`src/hdl/sled_pkg.sv`:
```
// Shared types, codes and character-class functions for the escape decoder.
`default_nettype none

package sled_pkg;

    localparam int unsigned CP_W  = 21;
    localparam int unsigned ERR_W = 3;

    localparam logic [CP_W-1:0] MAX_SCALAR = 21'h10FFFF;
    localparam logic [CP_W-1:0] SURR_LO    = 21'h00D800;
    localparam logic [CP_W-1:0] SURR_HI    = 21'h00DFFF;
    localparam logic [CP_W-1:0] HEX_RADIX  = 21'h000010;

    // Error codes carried on error_code
    localparam logic [ERR_W-1:0] ERR_NONE       = 3'd0;
    localparam logic [ERR_W-1:0] ERR_BAD_HEX    = 3'd1;
    localparam logic [ERR_W-1:0] ERR_BAD_SCALAR = 3'd2;
    localparam logic [ERR_W-1:0] ERR_UNKNOWN    = 3'd3;
    localparam logic [ERR_W-1:0] ERR_NO_LINE    = 3'd4;
    localparam logic [ERR_W-1:0] ERR_UNFINISHED = 3'd5;

    typedef enum logic [2:0] {
        MODE_NORMAL   = 3'd0,
        MODE_BSLASH   = 3'd1,
        MODE_HEX      = 3'd2,
        MODE_CONT_WS1 = 3'd3,
        MODE_CONT_LE  = 3'd4,
        MODE_CONT_WS2 = 3'd5
    } t_esc_mode;

    typedef struct packed {
        t_esc_mode        mode;
        logic [CP_W-1:0]  acc;
        logic             seen;
        logic             ovf;
        logic [ERR_W-1:0] err;
    } t_state;

    typedef struct packed {
        logic             char_present;
        logic [CP_W-1:0]  decoded_char;
        logic [ERR_W-1:0] error_code;
        logic             end_of_literal;
    } t_result;

    // Tab or a Zs space
    function automatic logic is_ws(input logic [CP_W-1:0] c);
        return (c == 21'h09) || (c == 21'h20) || (c == 21'hA0) || (c == 21'h1680)
            || ((c >= 21'h2000) && (c <= 21'h200A))
            || (c == 21'h202F) || (c == 21'h205F) || (c == 21'h3000);
    endfunction

    // CR, LF, NEL or line separator
    function automatic logic is_line_end(input logic [CP_W-1:0] c);
        return (c == 21'h0D) || (c == 21'h0A) || (c == 21'h85) || (c == 21'h2028);
    endfunction

    // {valid, digit value}
    function automatic logic [4:0] hex_val(input logic [CP_W-1:0] c);
        logic [CP_W-1:0] t;
        t = '0;
        if ((c >= 21'h30) && (c <= 21'h39)) begin
            t = c - 21'h30;
            return {1'b1, t[3:0]};
        end
        if ((c >= 21'h61) && (c <= 21'h66)) begin
            t = c - 21'h57;
            return {1'b1, t[3:0]};
        end
        if ((c >= 21'h41) && (c <= 21'h46)) begin
            t = c - 21'h37;
            return {1'b1, t[3:0]};
        end
        return 5'b0_0000;
    endfunction

endpackage

`default_nettype wire

```
`src/hdl/sled_if.sv`:
```
// Valid/ready channel interfaces for code points in and decoded results out.
`default_nettype none

interface sled_in_if;
    import sled_pkg::*;
    logic            valid;
    logic            ready;
    logic [CP_W-1:0] code_point;
    logic            is_last;

    modport source (output valid, output code_point, output is_last, input ready);
    modport sink   (input valid, input code_point, input is_last, output ready);
endinterface

interface sled_out_if;
    import sled_pkg::*;
    logic             valid;
    logic             ready;
    logic             char_present;
    logic [CP_W-1:0]  decoded_char;
    logic [ERR_W-1:0] error_code;
    logic             end_of_literal;

    modport source (output valid, output char_present, output decoded_char,
                    output error_code, output end_of_literal, input ready);
    modport sink   (input valid, input char_present, input decoded_char,
                    input error_code, input end_of_literal, output ready);
endinterface

`default_nettype wire

```
`src/hdl/sled_step.sv`:
```
// Next-state and result logic for one code point of the literal body.
`default_nettype none

module sled_step
    import sled_pkg::*;
(
    input  wire t_state          i_state,
    input  wire logic [CP_W-1:0] i_code_point,
    input  wire logic            i_is_last,
    output t_state               o_state,
    output t_result              o_result
);

    t_state          n;
    logic            emit;
    logic [CP_W-1:0] outc;
    logic [4:0]      hv;
    logic [CP_W+3:0] nv;
    logic            ws;
    logic            le;

    assign hv = hex_val(i_code_point);
    assign ws = is_ws(i_code_point);
    assign le = is_line_end(i_code_point);
    // shift-add of the next hex digit, four bits of headroom
    assign nv = {i_state.acc, 4'h0} + {{CP_W{1'b0}}, hv[3:0]};

    always_comb begin
        n    = i_state;
        emit = 1'b0;
        outc = '0;

        if (i_state.err == ERR_NONE) begin
            case (i_state.mode)
                MODE_BSLASH: begin
                    n.mode = MODE_NORMAL;
                    emit   = 1'b1;
                    case (i_code_point)
                        21'h61:  outc = 21'h07;
                        21'h62:  outc = 21'h08;
                        21'h74:  outc = 21'h09;
                        21'h6E:  outc = 21'h0A;
                        21'h76:  outc = 21'h0B;
                        21'h66:  outc = 21'h0C;
                        21'h72:  outc = 21'h0D;
                        21'h22:  outc = 21'h22;
                        21'h5C:  outc = 21'h5C;
                        21'h78, 21'h58: begin
                            emit   = 1'b0;
                            n.mode = MODE_HEX;
                            n.acc  = '0;
                            n.seen = 1'b0;
                            n.ovf  = 1'b0;
                        end
                        default: begin
                            emit = 1'b0;
                            if (ws) begin
                                n.mode = MODE_CONT_WS1;
                            end else if (le) begin
                                n.mode = MODE_CONT_LE;
                            end else begin
                                n.err = ERR_UNKNOWN;
                            end
                        end
                    endcase
                end
                MODE_HEX: begin
                    if (hv[4]) begin
                        // saturate once the value leaves the scalar range
                        if (i_state.ovf || (nv > {4'h0, MAX_SCALAR})) begin
                            n.ovf = 1'b1;
                            n.acc = MAX_SCALAR;
                        end else begin
                            n.acc = nv[CP_W-1:0];
                        end
                        n.seen = 1'b1;
                    end else if ((i_code_point == 21'h3B) && i_state.seen) begin
                        if (i_state.ovf ||
                            ((i_state.acc >= SURR_LO) && (i_state.acc <= SURR_HI))) begin
                            n.err = ERR_BAD_SCALAR;
                        end else begin
                            emit   = 1'b1;
                            outc   = i_state.acc;
                            n.mode = MODE_NORMAL;
                        end
                    end else begin
                        n.err = ERR_BAD_HEX;
                    end
                end
                MODE_CONT_WS1: begin
                    if (le) begin
                        n.mode = MODE_CONT_LE;
                    end else if (!ws) begin
                        n.err = ERR_NO_LINE;
                    end
                end
                MODE_CONT_LE, MODE_CONT_WS2: begin
                    if (ws) begin
                        n.mode = MODE_CONT_WS2;
                    end else if (le && (i_state.mode == MODE_CONT_LE)) begin
                        n.mode = MODE_CONT_LE;
                    end else if (i_code_point == 21'h5C) begin
                        n.mode = MODE_BSLASH;
                    end else begin
                        n.mode = MODE_NORMAL;
                        emit   = 1'b1;
                        outc   = i_code_point;
                    end
                end
                default: begin
                    if (i_code_point == 21'h5C) begin
                        n.mode = MODE_BSLASH;
                    end else begin
                        n.mode = MODE_NORMAL;
                        emit   = 1'b1;
                        outc   = i_code_point;
                    end
                end
            endcase

            // literal closes inside an escape
            if (i_is_last && (n.err == ERR_NONE)) begin
                if ((n.mode == MODE_BSLASH) || (n.mode == MODE_HEX)) begin
                    n.err = ERR_UNFINISHED;
                end else if (n.mode == MODE_CONT_WS1) begin
                    n.err = ERR_NO_LINE;
                end
            end
        end

        if (n.err != ERR_NONE) begin
            emit = 1'b0;
            outc = '0;
        end

        o_result.char_present   = emit;
        o_result.decoded_char   = outc;
        o_result.error_code     = n.err;
        o_result.end_of_literal = i_is_last;

        // fresh state for the next literal
        if (i_is_last) begin
            n.mode = MODE_NORMAL;
            n.acc  = '0;
            n.seen = 1'b0;
            n.ovf  = 1'b0;
            n.err  = ERR_NONE;
        end
        o_state = n;
    end

endmodule

`default_nettype wire

```
`src/hdl/string_literal_escape_decoder_top.sv`:
```
// Top level of the string literal escape decoder.
// Usage:
//   i_in carries one code point of a string literal body per beat, with
//   is_last set on the final body character; quotes are not sent.
//   o_out returns exactly one beat per input beat: the decoded character
//   when char_present is set, the sticky error code, and end_of_literal.
// Timing: the result beat is registered, valid the cycle after its input.
// Throughput: one beat per cycle unless stalled (see Stall); escape state
//   and output register are updated in a single pass per accepted beat.
// Stall: while a result waits in the output register and o_out.ready is low,
//   i_in.ready is low; taking the result frees the register in the same
//   cycle for the next beat.
// Reset: i_rst_n low clears the escape state and the sticky error and
//   empties the output register. After each last beat the state returns to
//   its reset value for the next literal.
`default_nettype none

module string_literal_escape_decoder_top
    import sled_pkg::*;
(
    input  wire logic      i_clk,
    input  wire logic      i_rst_n,
    sled_in_if.sink        i_in,
    sled_out_if.source     o_out
);

    t_state  r_state;
    t_state  n_state;
    t_result r_result;
    t_result n_result;
    logic    r_valid;
    logic    w_in_fire;

    assign i_in.ready = !r_valid || o_out.ready;
    assign w_in_fire  = i_in.valid && i_in.ready;

    // per-beat decode
    sled_step u_step (
        .i_state      (r_state),
        .i_code_point (i_in.code_point),
        .i_is_last    (i_in.is_last),
        .o_state      (n_state),
        .o_result     (n_result)
    );

    // escape state and output valid
    always_ff @(posedge i_clk) begin
        if (!i_rst_n) begin
            r_state.mode <= MODE_NORMAL;
            r_state.acc  <= '0;
            r_state.seen <= 1'b0;
            r_state.ovf  <= 1'b0;
            r_state.err  <= ERR_NONE;
            r_valid      <= 1'b0;
        end else begin
            if (w_in_fire) begin
                r_state <= n_state;
            end
            if (w_in_fire) begin
                r_valid <= 1'b1;
            end else if (o_out.ready) begin
                r_valid <= 1'b0;
            end
        end
    end

    // result payload
    always_ff @(posedge i_clk) begin
        if (w_in_fire) begin
            r_result <= n_result;
        end
    end

    assign o_out.valid          = r_valid;
    assign o_out.char_present   = r_result.char_present;
    assign o_out.decoded_char   = r_result.decoded_char;
    assign o_out.error_code     = r_result.error_code;
    assign o_out.end_of_literal = r_result.end_of_literal;

    // a last beat always leaves a clean state behind
    a_last_clears: assert property (@(posedge i_clk) disable iff (!i_rst_n)
        (w_in_fire && i_in.is_last) |=>
            ((r_state.mode == MODE_NORMAL) && (r_state.err == ERR_NONE) && !r_state.ovf))
        else $error("state not cleared after last beat");

    // no character is delivered alongside an error
    a_char_no_err: assert property (@(posedge i_clk) disable iff (!i_rst_n)
        (r_valid && r_result.char_present) |-> (r_result.error_code == ERR_NONE))
        else $error("character emitted with error pending");

    // saturated accumulator holds the maximum scalar
    a_ovf_sat: assert property (@(posedge i_clk) disable iff (!i_rst_n)
        r_state.ovf |-> (r_state.acc == MAX_SCALAR))
        else $error("hex overflow without saturation");

    // a stored error stays until the literal ends
    a_err_sticky: assert property (@(posedge i_clk) disable iff (!i_rst_n)
        (w_in_fire && (r_state.err != ERR_NONE) && !i_in.is_last) |=>
            (r_state.err == $past(r_state.err)))
        else $error("sticky error lost inside literal");

endmodule

`default_nettype wire
```
`src/flat_wrapper.sv`:
```
// flat-port wrapper written by rule: the top's interface ports become plain ports
module string_literal_escape_decoder_top_flat import sled_pkg::*;
  (i_clk, i_rst_n, i_in_valid, i_in_code_point, i_in_is_last, i_in_ready, o_out_valid, o_out_char_present, o_out_decoded_char, o_out_error_code, o_out_end_of_literal, o_out_ready);
  sled_in_if i_in_i ();
  sled_out_if o_out_i ();
  input  wire logic i_clk;
  input  wire logic i_rst_n;
  input wire logic [$bits(i_in_i.valid)-1:0] i_in_valid;
  input wire logic [$bits(i_in_i.code_point)-1:0] i_in_code_point;
  input wire logic [$bits(i_in_i.is_last)-1:0] i_in_is_last;
  output wire logic [$bits(i_in_i.ready)-1:0] i_in_ready;
  output wire logic [$bits(o_out_i.valid)-1:0] o_out_valid;
  output wire logic [$bits(o_out_i.char_present)-1:0] o_out_char_present;
  output wire logic [$bits(o_out_i.decoded_char)-1:0] o_out_decoded_char;
  output wire logic [$bits(o_out_i.error_code)-1:0] o_out_error_code;
  output wire logic [$bits(o_out_i.end_of_literal)-1:0] o_out_end_of_literal;
  input wire logic [$bits(o_out_i.ready)-1:0] o_out_ready;
  assign i_in_i.valid = i_in_valid;
  assign i_in_i.code_point = i_in_code_point;
  assign i_in_i.is_last = i_in_is_last;
  assign i_in_ready = i_in_i.ready;
  assign o_out_valid = o_out_i.valid;
  assign o_out_char_present = o_out_i.char_present;
  assign o_out_decoded_char = o_out_i.decoded_char;
  assign o_out_error_code = o_out_i.error_code;
  assign o_out_end_of_literal = o_out_i.end_of_literal;
  assign o_out_i.ready = o_out_ready;
  string_literal_escape_decoder_top u_core (.i_clk(i_clk), .i_rst_n(i_rst_n), .i_in(i_in_i), .o_out(o_out_i));
endmodule
```
`config.mk`:
```
export PLATFORM = sky130hd
export DESIGN_NAME = string_literal_escape_decoder_top_flat
export DESIGN_NICKNAME = d
export VERILOG_FILES = /design/src/hdl/sled_pkg.sv /design/src/hdl/sled_if.sv /design/src/hdl/sled_step.sv /design/src/hdl/string_literal_escape_decoder_top.sv /design/src/flat_wrapper.sv
export SDC_FILE = /design/constraint.sdc
export NUM_CORES = 1
export LEC_CHECK = 0
export BUFFER_PORTS_ARGS = -buffer_cell sky130_fd_sc_hd__buf_2
export CORE_ASPECT_RATIO = 0.7
export CORE_MARGIN = 4
export CORE_UTILIZATION = 60
export CTS_CLUSTER_SIZE = 14
export DETAILED_ROUTE_END_ITERATION = 16
export GPL_TIMING_DRIVEN = 1
export PLACE_DENSITY = 0.95
export SLEW_MARGIN = 40
export SYNTH_ARGS = -nofsm -noshare
export SYNTH_HDL_FRONTEND = slang
export SYNTH_SLANG_ARGS = --single-unit
```
`constraint.sdc`:
```
create_clock -name i_clk -period 5.1 [get_ports i_clk]
set_input_delay 0.51 -clock i_clk [delete_from_list [all_inputs] [get_ports i_clk]]
set_output_delay 0.51 -clock i_clk [all_outputs]
set_load 0.01 [all_outputs]
```
==> reports/qor.yml, run 1 <==
drt-total-wl_mm: 9.240
maxSlewViolCount: 0
internal_power_uw: 616.5
synth-xor-area-share_pct: 0.5100
coreArea_sq_mm: 0.005395
grt_pass1_wl_mm: 14.86
worstPathArrival_ps: 3690
crit_chain: "buf_2, inv_1, ha_1, o311ai_1, a2111oi_4, nor3_1, a21oi_1, nor4_4, nand4_2, a31oi_1"
die_y_microns: 71.30
ys_warn_count: 0
post_drt_wl_per_cell_microns: 18.33
synthAdderAreaFrac_pct: 1.457
final_layout_size_suffix_gt1_share_pct: 18.52
clkPwrFrac_pct: 29.8
synth_ff_type: "dfxtp_1"
cts.sinks: 56
synth_area_leaders: "edfxtp_1 (23%), dfxtp_1 (17%), nor2_1 (5.4%)"
place_area_sq_mm: 0.003669
vias: 3347
worst_slew_pin_slew_ps: 813.0
synth_fp_nets: 426
status: "finished, final reports clean"
htree_num_levels: 2
maxSlewHeadroom_pct: 45.63
drc: 0
grt_max_degree: 34
yosysTopAreaCellShare_pct: 22.73
synth-compound-area-share_pct: 23.61
clk_latency_ps: 320
grt_setup_unrepaired: "no"
grt_pass1_vias: 2939
dp_hpwl_mm: 6.727
slowest_stage: "o311ai_1"
clock_path_buffers: 2
p_seq_share_pct: 58.0
n_antenna_cell: 0
cts_buffers: 5
ctsResizeCount: 0
synth_top_family_by_area: "simple AND/OR/NAND/NOR gates"
syn_area_sq_mm: 0.003435
ctsHoldBuffers: 0
async_reset_ff_share_pct: 0
start_util_pct: 63.66
start_kind: "primary input"
vias_per_cell: 6.641
total_power_uw: 839.7
critical_path_class: "primary input to register"
setup-tns-final_ps: 0
hold_viol: 0
synth_area_per_cell_sq_um: 8.673
setup_viol: 0
cts.repair_timing.setup_buffer_count: 0
clk_pin_slew_ps: 100
worst_clock_skew_ps: 8.635
syn2layout_area_growth_pct: 9.435
ant_nets: 0
nets: 461
ys_ff_latch: 56
power_frac_comb_pct: 12.2
num_io_pins: 54
fin_crit_sh_pct: 69.74
p_per_area_mw_per_mm2: 223.4
die_area_sq_mm: 0.007018
slowest_delay_ps: 590
ir_worst_vdd_uv: 149.9
gr-usage-all-layers_pct: 26.07
rows: 22
hp-class: "primary input to register"
dr.pass1.iters: 5
synthSimpleGateAreaFrac_pct: 28.16
fmax_mhz: 281.1
die_w_microns: 98.43
drt-initial-drc-count: 339
cp.required_ps: 5240
synth_cells: 396
synthMuxAreaShare_pct: 0.8743
post-route-min-period_ps: 3557
synth_edf_count: 26
synth.distinct_cells: 71
power.leakage_nw: 1.364
end_kind: "register"
synth_top_cell_by_area: "edfxtp_1"
antenna_found_initial: 0
gp_congestion: 0.8788
cts_root_buf: "clkbuf_8"
overflow: 0
stdcell_area_sq_mm: 0.003759
swShare_pct: 26.58
crit_fanout: 22
cts_tree: "done"
p_switching_uw: 223.2
port_buffers: 53
max_cap_viol_count: 0
synth_seq_area_share_pct: 40.22
==> placed cells by master, fill, tap and decap left out, drive strengths merged, types with 7 or more instances in the layout <==
cell type   n
nand3      10
buf        56
edfxtp     26
nor2       49
and4        7
nand2      45
nor3       19
o21ai      32
inv        10
dfxtp      30
a21oi      15
nand2b      7
a22oi      14
==> metal layers <==
| metal | part of all wire, % | track usage [%] | wire length (microns) |
|---|---|---|---|
| met1 | 43 | 37.87 | 3944 |
| met2 | 42 | 38.28 | 3910 |
| met3 | 13 | 6.615 | 1176 |
| met4 | 2.3 | 8.030 | 208 |
| met5 | 0 | 0 | 0 |
==> power by group through the flow <==
stage,Sequential (mW),Combinational (mW),Clock [mW]
final,0.487,0.102,0.251
after global routing,0.488,0.110,0.270
after global placement,0.497,0.0976,0
after CTS,0.487,0.101,0.250
after detailed placement,0.497,0.100,0
after floorplan,0.504,0.0550,0
==> metrics by stage <==
stage	setup slack, ps	util, %	hold WS, ps	std cells
2_1_floorplan	2186	-	415.5	396
3_3_place_gp	1381	68.00	449.9	496
3_5_place_dp	1260	68.00	462.6	496
4_1_cts	1593	69.67	446.6	504
5_1_grt	1312	69.67	443.7	504
6_report	1543	69.67	445.1	504
==> path summary, 6_finish.rpt <==
| check | slack (ps) | cells after the start | start | end |
|---|---|---|---|---|
| min | 450 | 3 | i_in_valid | u_core.o_out.valid |
| max | 1540 | 10 | i_in_code_point[0] | u_core.o_out.decoded_char[4] |
| min reg2reg | 480 | 2 | u_core.r_state[14] | u_core.r_state[14] |
| max reg2reg | 2080 | 8 | u_core.r_state[20] | u_core.o_out.decoded_char[4] |
==> logic make-up (layout without fill, tap and decap cells) <==
kind of cell / Yosys count / count (layout)
AND/OR/NAND/NOR: 183 / 183
buffers and inverters: 37 / 73
XOR/XNOR: 2 / 2
AO/OA/AOI/OAI: 111 / 111
multiplexers: 3 / 3
flip-flops: 56 / 56
adder cells (fa/ha/maj): 4 / 4
==> state kept, by name, indices dropped and copies added (netlist names) <==
name                         flops
u_core.o_out.decoded_char       21
u_core.r_state                  29
u_core.o_out.end_of_literal      1
u_core.o_out.error_code          3
u_core.o_out.valid               1
u_core.o_out.char_present        1
==> Yosys cell counts (all sizes together), types with 3 or more instances <==
cell type  count
a21oi         15
a221oi         6
a22o           4
a22oi         14
a31o           3
a31oi          5
and2           6
and3           3
and4           7
buf           14
clkbuf        14
dfxtp         30
edfxtp        26
ha             4
inv            9
mux2i          3
nand2         45
nand2b         7
nand3         10
nand3b         5
nand4          6
nand4b         3
nor2          49
nor2b          3
nor3          19
nor4           6
o2111ai        4
o21ai         32
or3            3
==> worst max-delay path, delay by kind of cell <==
kind	cells	cell delay (ps)
and+or+nand+nor	3	1230
AOI/OAI and AO/OA	4	1310
buffers and inverters	2	280
adders and majority gates	1	360
==> final cells by class <==
type	instances	area [sq um]
clock inverters	3	21.27
fillers	454	1637
multi-input cells	303	1876
clock buffers	5	68.82
repair buffers	56	287.8
well taps	72	90.09
inverters	9	33.78
flip-flops and latches	56	1381
Note: power is estimated with default switching activity, not from simulation.
==> inputs of run 2 (changes only) <==
CORE_UTILIZATION = 52   (was 60)
PLACE_DENSITY = 0.88   (was 0.95)
clock period = 3.2 ns   (was 5.1 ns; I/O delays follow)
==> run 2 against run 1 <==
Global-route usage shrank 1.7 points. Critical path depth increased by 2. Worst hold slack worse by 200 ps. Flip-flop and latch count stayed put. First-iteration DRC count fell by 15%. Critical path type unchanged. Critical endpoint is now u_core.o_out.decoded_char[16]. Largest cell class unchanged. Highest routed layer unchanged.
==> reports/qor.yml, run 2 (synthesized netlist as in run 1, its figures left out) <==
ant_nets: 0
ctsHoldBuffers: 0
die_w_microns: 105.1
die_area_sq_mm: 0.007990
vias_per_cell: 6.436
reg2reg_depth: 9
hp-class: "primary input to register"
grt_pass1_wl_mm: 16.10
cp.required_ps: 3340
fin_util_pct: 62.46
setup_viol: 0
cts_buffers: 5
final_layout_size_suffix_gt1_share_pct: 22.35
grt_max_degree: 29
layout_commonest_cell: "buf_2"
num_io_pins: 54
setup-tns-final_ps: 0
worst_clock_skew_ps: 4.071
gr-usage-all-layers_pct: 24.37
crit_chain: "buf_2, inv_1, ha_1, nand2b_1, a311oi_1, nor3_1, a2bb2oi_1, nor3b_2, nor4_4, nand4_2, buf_12, a21oi_1"
top_register: "u_core.r_state"
vias: 3411
start_kind: "primary input"
grt_pass1_vias: 3121
htree_num_levels: 2
place_area_sq_mm: 0.003839
dr.pass1.iters: 8
fin_crit_sh_pct: 91.87
antenna_found_initial: 0
cts.sinks: 56
p_per_area_mw_per_mm2: 341.9
clock_path_buffers: 2
max_cap_viol_count: 0
syn2layout_area_growth_pct: 14.68
cts.repair_timing.setup_buffer_count: 0
end_kind: "register"
clk_latency_ps: 310
largest_reg_flops: 29
gp_congestion: 0.9778
crit_fanout: 22
rows: 24
ctsResizeCount: 0
hold_viol: 0
fmax_mhz: 340.2
die_y_microns: 76.00
slowest_delay_ps: 450
dp_hpwl_mm: 7.224
slowest_stage: "a311oi_1"
post_drt_wl_per_cell_microns: 18.27
worstPathArrival_ps: 3080
start_util_pct: 54.46
worst_slew_pin_slew_ps: 765.5
critical_path_class: "primary input to register"
clk_pin_slew_ps: 100
maxSlewViolCount: 0
nets: 481
path_delay_family: "compound AO/OA/AOI/OAI gates"
ir_worst_vdd_uv: 276.4
cts_root_buf: "clkbuf_8"
final_cell_mix: "buf_2 (53), nor2_1 (48), nand2_1 (45), o21ai_0 (31), dfxtp_1 (30)"
cp_num_cells: 12
overflow: 0
status: "finished, final reports clean"
coreArea_sq_mm: 0.006306
drt-initial-drc-count: 289
total_power_mw: 1.347
cts_tree: "done"
maxSlewHeadroom_pct: 48.57
power.leakage_nw: 1.466
min_delay_path_depth: 3
post-route-min-period_ps: 2940
crit_buf_inv: 3
stdcell_area_sq_mm: 0.003939
drc: 0
n_antenna_cell: 0
drt-total-wl_mm: 9.681
grt_setup_unrepaired: "no"
port_buffers: 53
run 2: path summary, 6_finish.rpt:
path | slack (ps) | from | to
max | 260 | i_in_code_point[0] | u_core.o_out.decoded_char[16]
min | 250 | i_in_valid | u_core.o_out.valid
min reg2reg | 460 | u_core.r_state[4] | u_core.r_state[4]
max reg2reg | 390 | u_core.r_state[20] | u_core.o_out.decoded_char[16]
run 2: layout make-up:
| type | instances | area (sq um) |
|---|---|---|
| fill | 545 | 2367 |
| multi-input combinational | 303 | 1878 |
| sequential | 56 | 1381 |
| timing repair buffer | 76 | 450.4 |
| tap | 78 | 97.59 |
| clock buffer | 6 | 82.58 |
| inverter | 9 | 33.78 |
| clock inverter | 2 | 15.01 |
run 2: layer usage:
layer | vias to the layer above | share of wire [%] | GRT usage (%)
li1 | 1600 | - | -
met1 | 1609 | 45 | 37.01
met2 | 183 | 44 | 35.72
met3 | 19 | 9.1 | 4.657
met4 | 0 | 1.9 | 5.636
met5 | - | 0 | 0
run 2: through the flow:
| step | hold WS (ps) | setup WS (ps) | cells |
|---|---|---|---|
| 6_report | 245.7 | 260.1 | 530 |
| 5_1_grt | 230.7 | 84.25 | 530 |
| 4_1_cts | 235.9 | 331.5 | 530 |
| 3_5_place_dp | 448.6 | 7.841 | 522 |
| 3_3_place_gp | 451.0 | 57.65 | 522 |
| 2_1_floorplan | 415.5 | 475.5 | 396 |
run 2: tightest hold or removal path, stage by stage:
cell     delay, ps
buf_2          100
inv_1           40
a21oi_1         50
run 2: power breakdown:
part	switching (mW)	internal [mW]	total [mW]
Combinational	0.108	0.0593	0.167
Clock	0.229	0.176	0.405
Sequential	0.00486	0.770	0.775
==> inputs of run 3 (changes only) <==
CORE_UTILIZATION = 53   (was 52)
SYNTH_HIERARCHICAL = 1   (was default)
==> run 3 against run 2 <==
Non-clock buffer count down 13. Sequential share of layout area shrank 4.0 points. Highest routed layer unchanged. Largest power group unchanged. Via count is 21% higher.
==> reports/qor.yml, run 3 <==
maxSlewViolCount: 0
ir_worst_vdd_uv: 246.8
hold_path_startpoint: "i_in_valid"
setup-tns-final_ps: 0
worst_slew_pin_slew_ps: 841.7
die_w_microns: 113.8
fin_crit_sh_pct: 87.76
synth_area_per_cell_sq_um: 8.235
cts_tree: "done"
num_io_pins: 54
vias: 4124
ff2ff_setup_slack_ps: 690
hold_viol: 0
cts_root_buf: "clkbuf_8"
start_util_pct: 55.71
worstPathArrival_ps: 2870
grt_pass1_vias: 3625
maxSlewHeadroom_pct: 43.89
total_power_mw: 1.392
cts.sinks: 56
reg2reg_from: "u_core/r_state[26]"
crit_fanout: 19
status: "finished, final reports clean"
n_antenna_cell: 0
synth_area_leaders: "edfxtp_1 (19%), dfxtp_1 (14%), nand2_1 (9.2%)"
grt_max_degree: 60
coreArea_sq_mm: 0.007450
synth_fp_nets: 534
dp_hpwl_mm: 8.938
worst_clock_skew_ps: 5.647
synth_edf_count: 26
synth_seq_area_share_pct: 33.28
ys_warn_count: 6
drt-total-wl_mm: 12.09
port_buffers: 53
power.leakage_nw: 1.609
ctsHoldBuffers: 0
largest_reg_flops: 29
clock_path_buffers: 2
dr.pass1.iters: 6
slowest_delay_ps: 480
min_delay_path_depth: 3
slowest_stage: "a311oi_2"
dp_cells: 625
r2r_end: "u_core/r_state[0]"
nets: 564
fillCellCount: 650
antenna_found_initial: 0
layout_commonest_cell: "nand2_1"
drc: 0
cp.required_ps: 3270
critical_path_class: "primary input to register"
finalWorstSetupSlack_ps: 391.7
drt-initial-drc-count: 543
yosysTopAreaCellShare_pct: 18.81
post-place-ws_ps: 182.4
p_per_area_mw_per_mm2: 312.7
crit_chain: "buf_2, inv_1, ha_1, nor4bb_1, nand4_1, a311oi_2, nand2b_1, nand2_1, o21ai_4, a221oi_1, nor2_1"
ctsResizeCount: 0
final_layout_size_suffix_gt1_share_pct: 19.25
start_kind: "primary input"
final_cell_mix: "nand2_1 (102), nor2_1 (53), buf_2 (52), mux2i_1 (31)"
synth_cells: 504
fmax_mhz: 356.1
post_drt_wl_per_cell_microns: 19.10
vias_per_cell: 6.515
yosysMostFrequentCell: "nand2_1"
htree_num_levels: 2
reg2reg_depth: 10
setup_viol: 0
gr-usage-all-layers_pct: 25.72
max_cap_viol_count: 0
synth_ff_type: "dfxtp_1"
fin_cells: 633
cts_buffers: 5
die_y_microns: 82.04
gp_congestion: 0.9886
synth_top_cell_by_area: "edfxtp_1"
overflow: 0
rows: 26
synth_common_cells: "nand2_1 (102), nor2_1 (53), mux2i_1 (31)"
clk_pin_slew_ps: 110
hp-class: "primary input to register"
async_reset_ff_share_pct: 0
grt_pass1_wl_mm: 18.81
syn2layout_area_growth_pct: 7.266
post-route-min-period_ps: 2808
cts.repair_timing.setup_buffer_count: 0
grt_setup_unrepaired: "no"
synth.distinct_cells: 82
ys_ff_latch: 56
min_to: "u_core/o_out.valid"
end_kind: "register"
syn_area_sq_mm: 0.004150
clk_latency_ps: 320
ant_nets: 0
top_register: "u_core/r_state"
die_area_sq_mm: 0.009333
[run 3: logic make-up after synthesis]
family                   count (synthesis)  synth area share [%]
adder cells (fa/ha/maj)                  4                 1.206
AND/OR/NAND/NOR                        232                 27.98
AO/OA/AOI/OAI                          127                 21.74
buffers and inverters                   49                 7.205
flip-flops                              56                 33.28
XOR/XNOR                                 4                0.8443
multiplexers                            32                 7.748
[run 3: area by class of cell]
cell class              count  area, sq um  area share [%]
clock buffers               5        68.82           1.546
inverters                   9        33.78          0.7589
multi-input cells         399         2475           55.59
flip-flops and latches     56         1381           31.03
clock inverters             3        27.53          0.6183
repair buffers             63        342.8           7.701
well taps                  98        122.6           2.754
[run 3: critical path: cells and delay by family]
kind | cells | cell delay (ps)
buffers and inverters | 2 | 310
adders and majority gates | 1 | 300
AOI/OAI and AO/OA | 3 | 1050
and+or+nand+nor | 5 | 880
[run 3: worst max path at each step]
stage	from	endpoint
2_1_floorplan	i_in_code_point[0]	u_core/o_out.error_code[2]
3_3_place_gp	i_in_code_point[0]	u_core/o_out.decoded_char[2]
3_5_place_dp	i_in_code_point[0]	u_core/o_out.decoded_char[0]
4_1_cts	i_in_code_point[0]	u_core/o_out.decoded_char[0]
5_1_grt	i_in_code_point[0]	u_core/o_out.decoded_char[0]
6_report	i_in_code_point[0]	u_core/o_out.decoded_char[0]
[run 3: metal layers]
metal	vias to the layer above	track usage, %	share of wire, %	wire [microns]
li1	1877	-	-	-
met3	27	6.038	13	1573
met1	1916	36.71	43	5207
met4	0	5.042	1.5	178
met2	304	40.01	42	5132
met5	-	0	0	0
[run 3: metrics by stage]
step	area, sq um	util [%]	hold slack (ps)
5_1_grt	4452	59.76	273.7
3_5_place_dp	4353	58.43	482.3
4_1_cts	4449	59.72	242.2
2_1_floorplan	4150	-	433.5
3_3_place_gp	4353	58.43	475.8
6_report	4452	59.76	251.0
[run 3: where the power goes]
part	switching [mW]	internal [mW]
Clock	0.256	0.161
Combinational	0.130	0.0687
Sequential	0.00520	0.771
Total	0.391	1.00
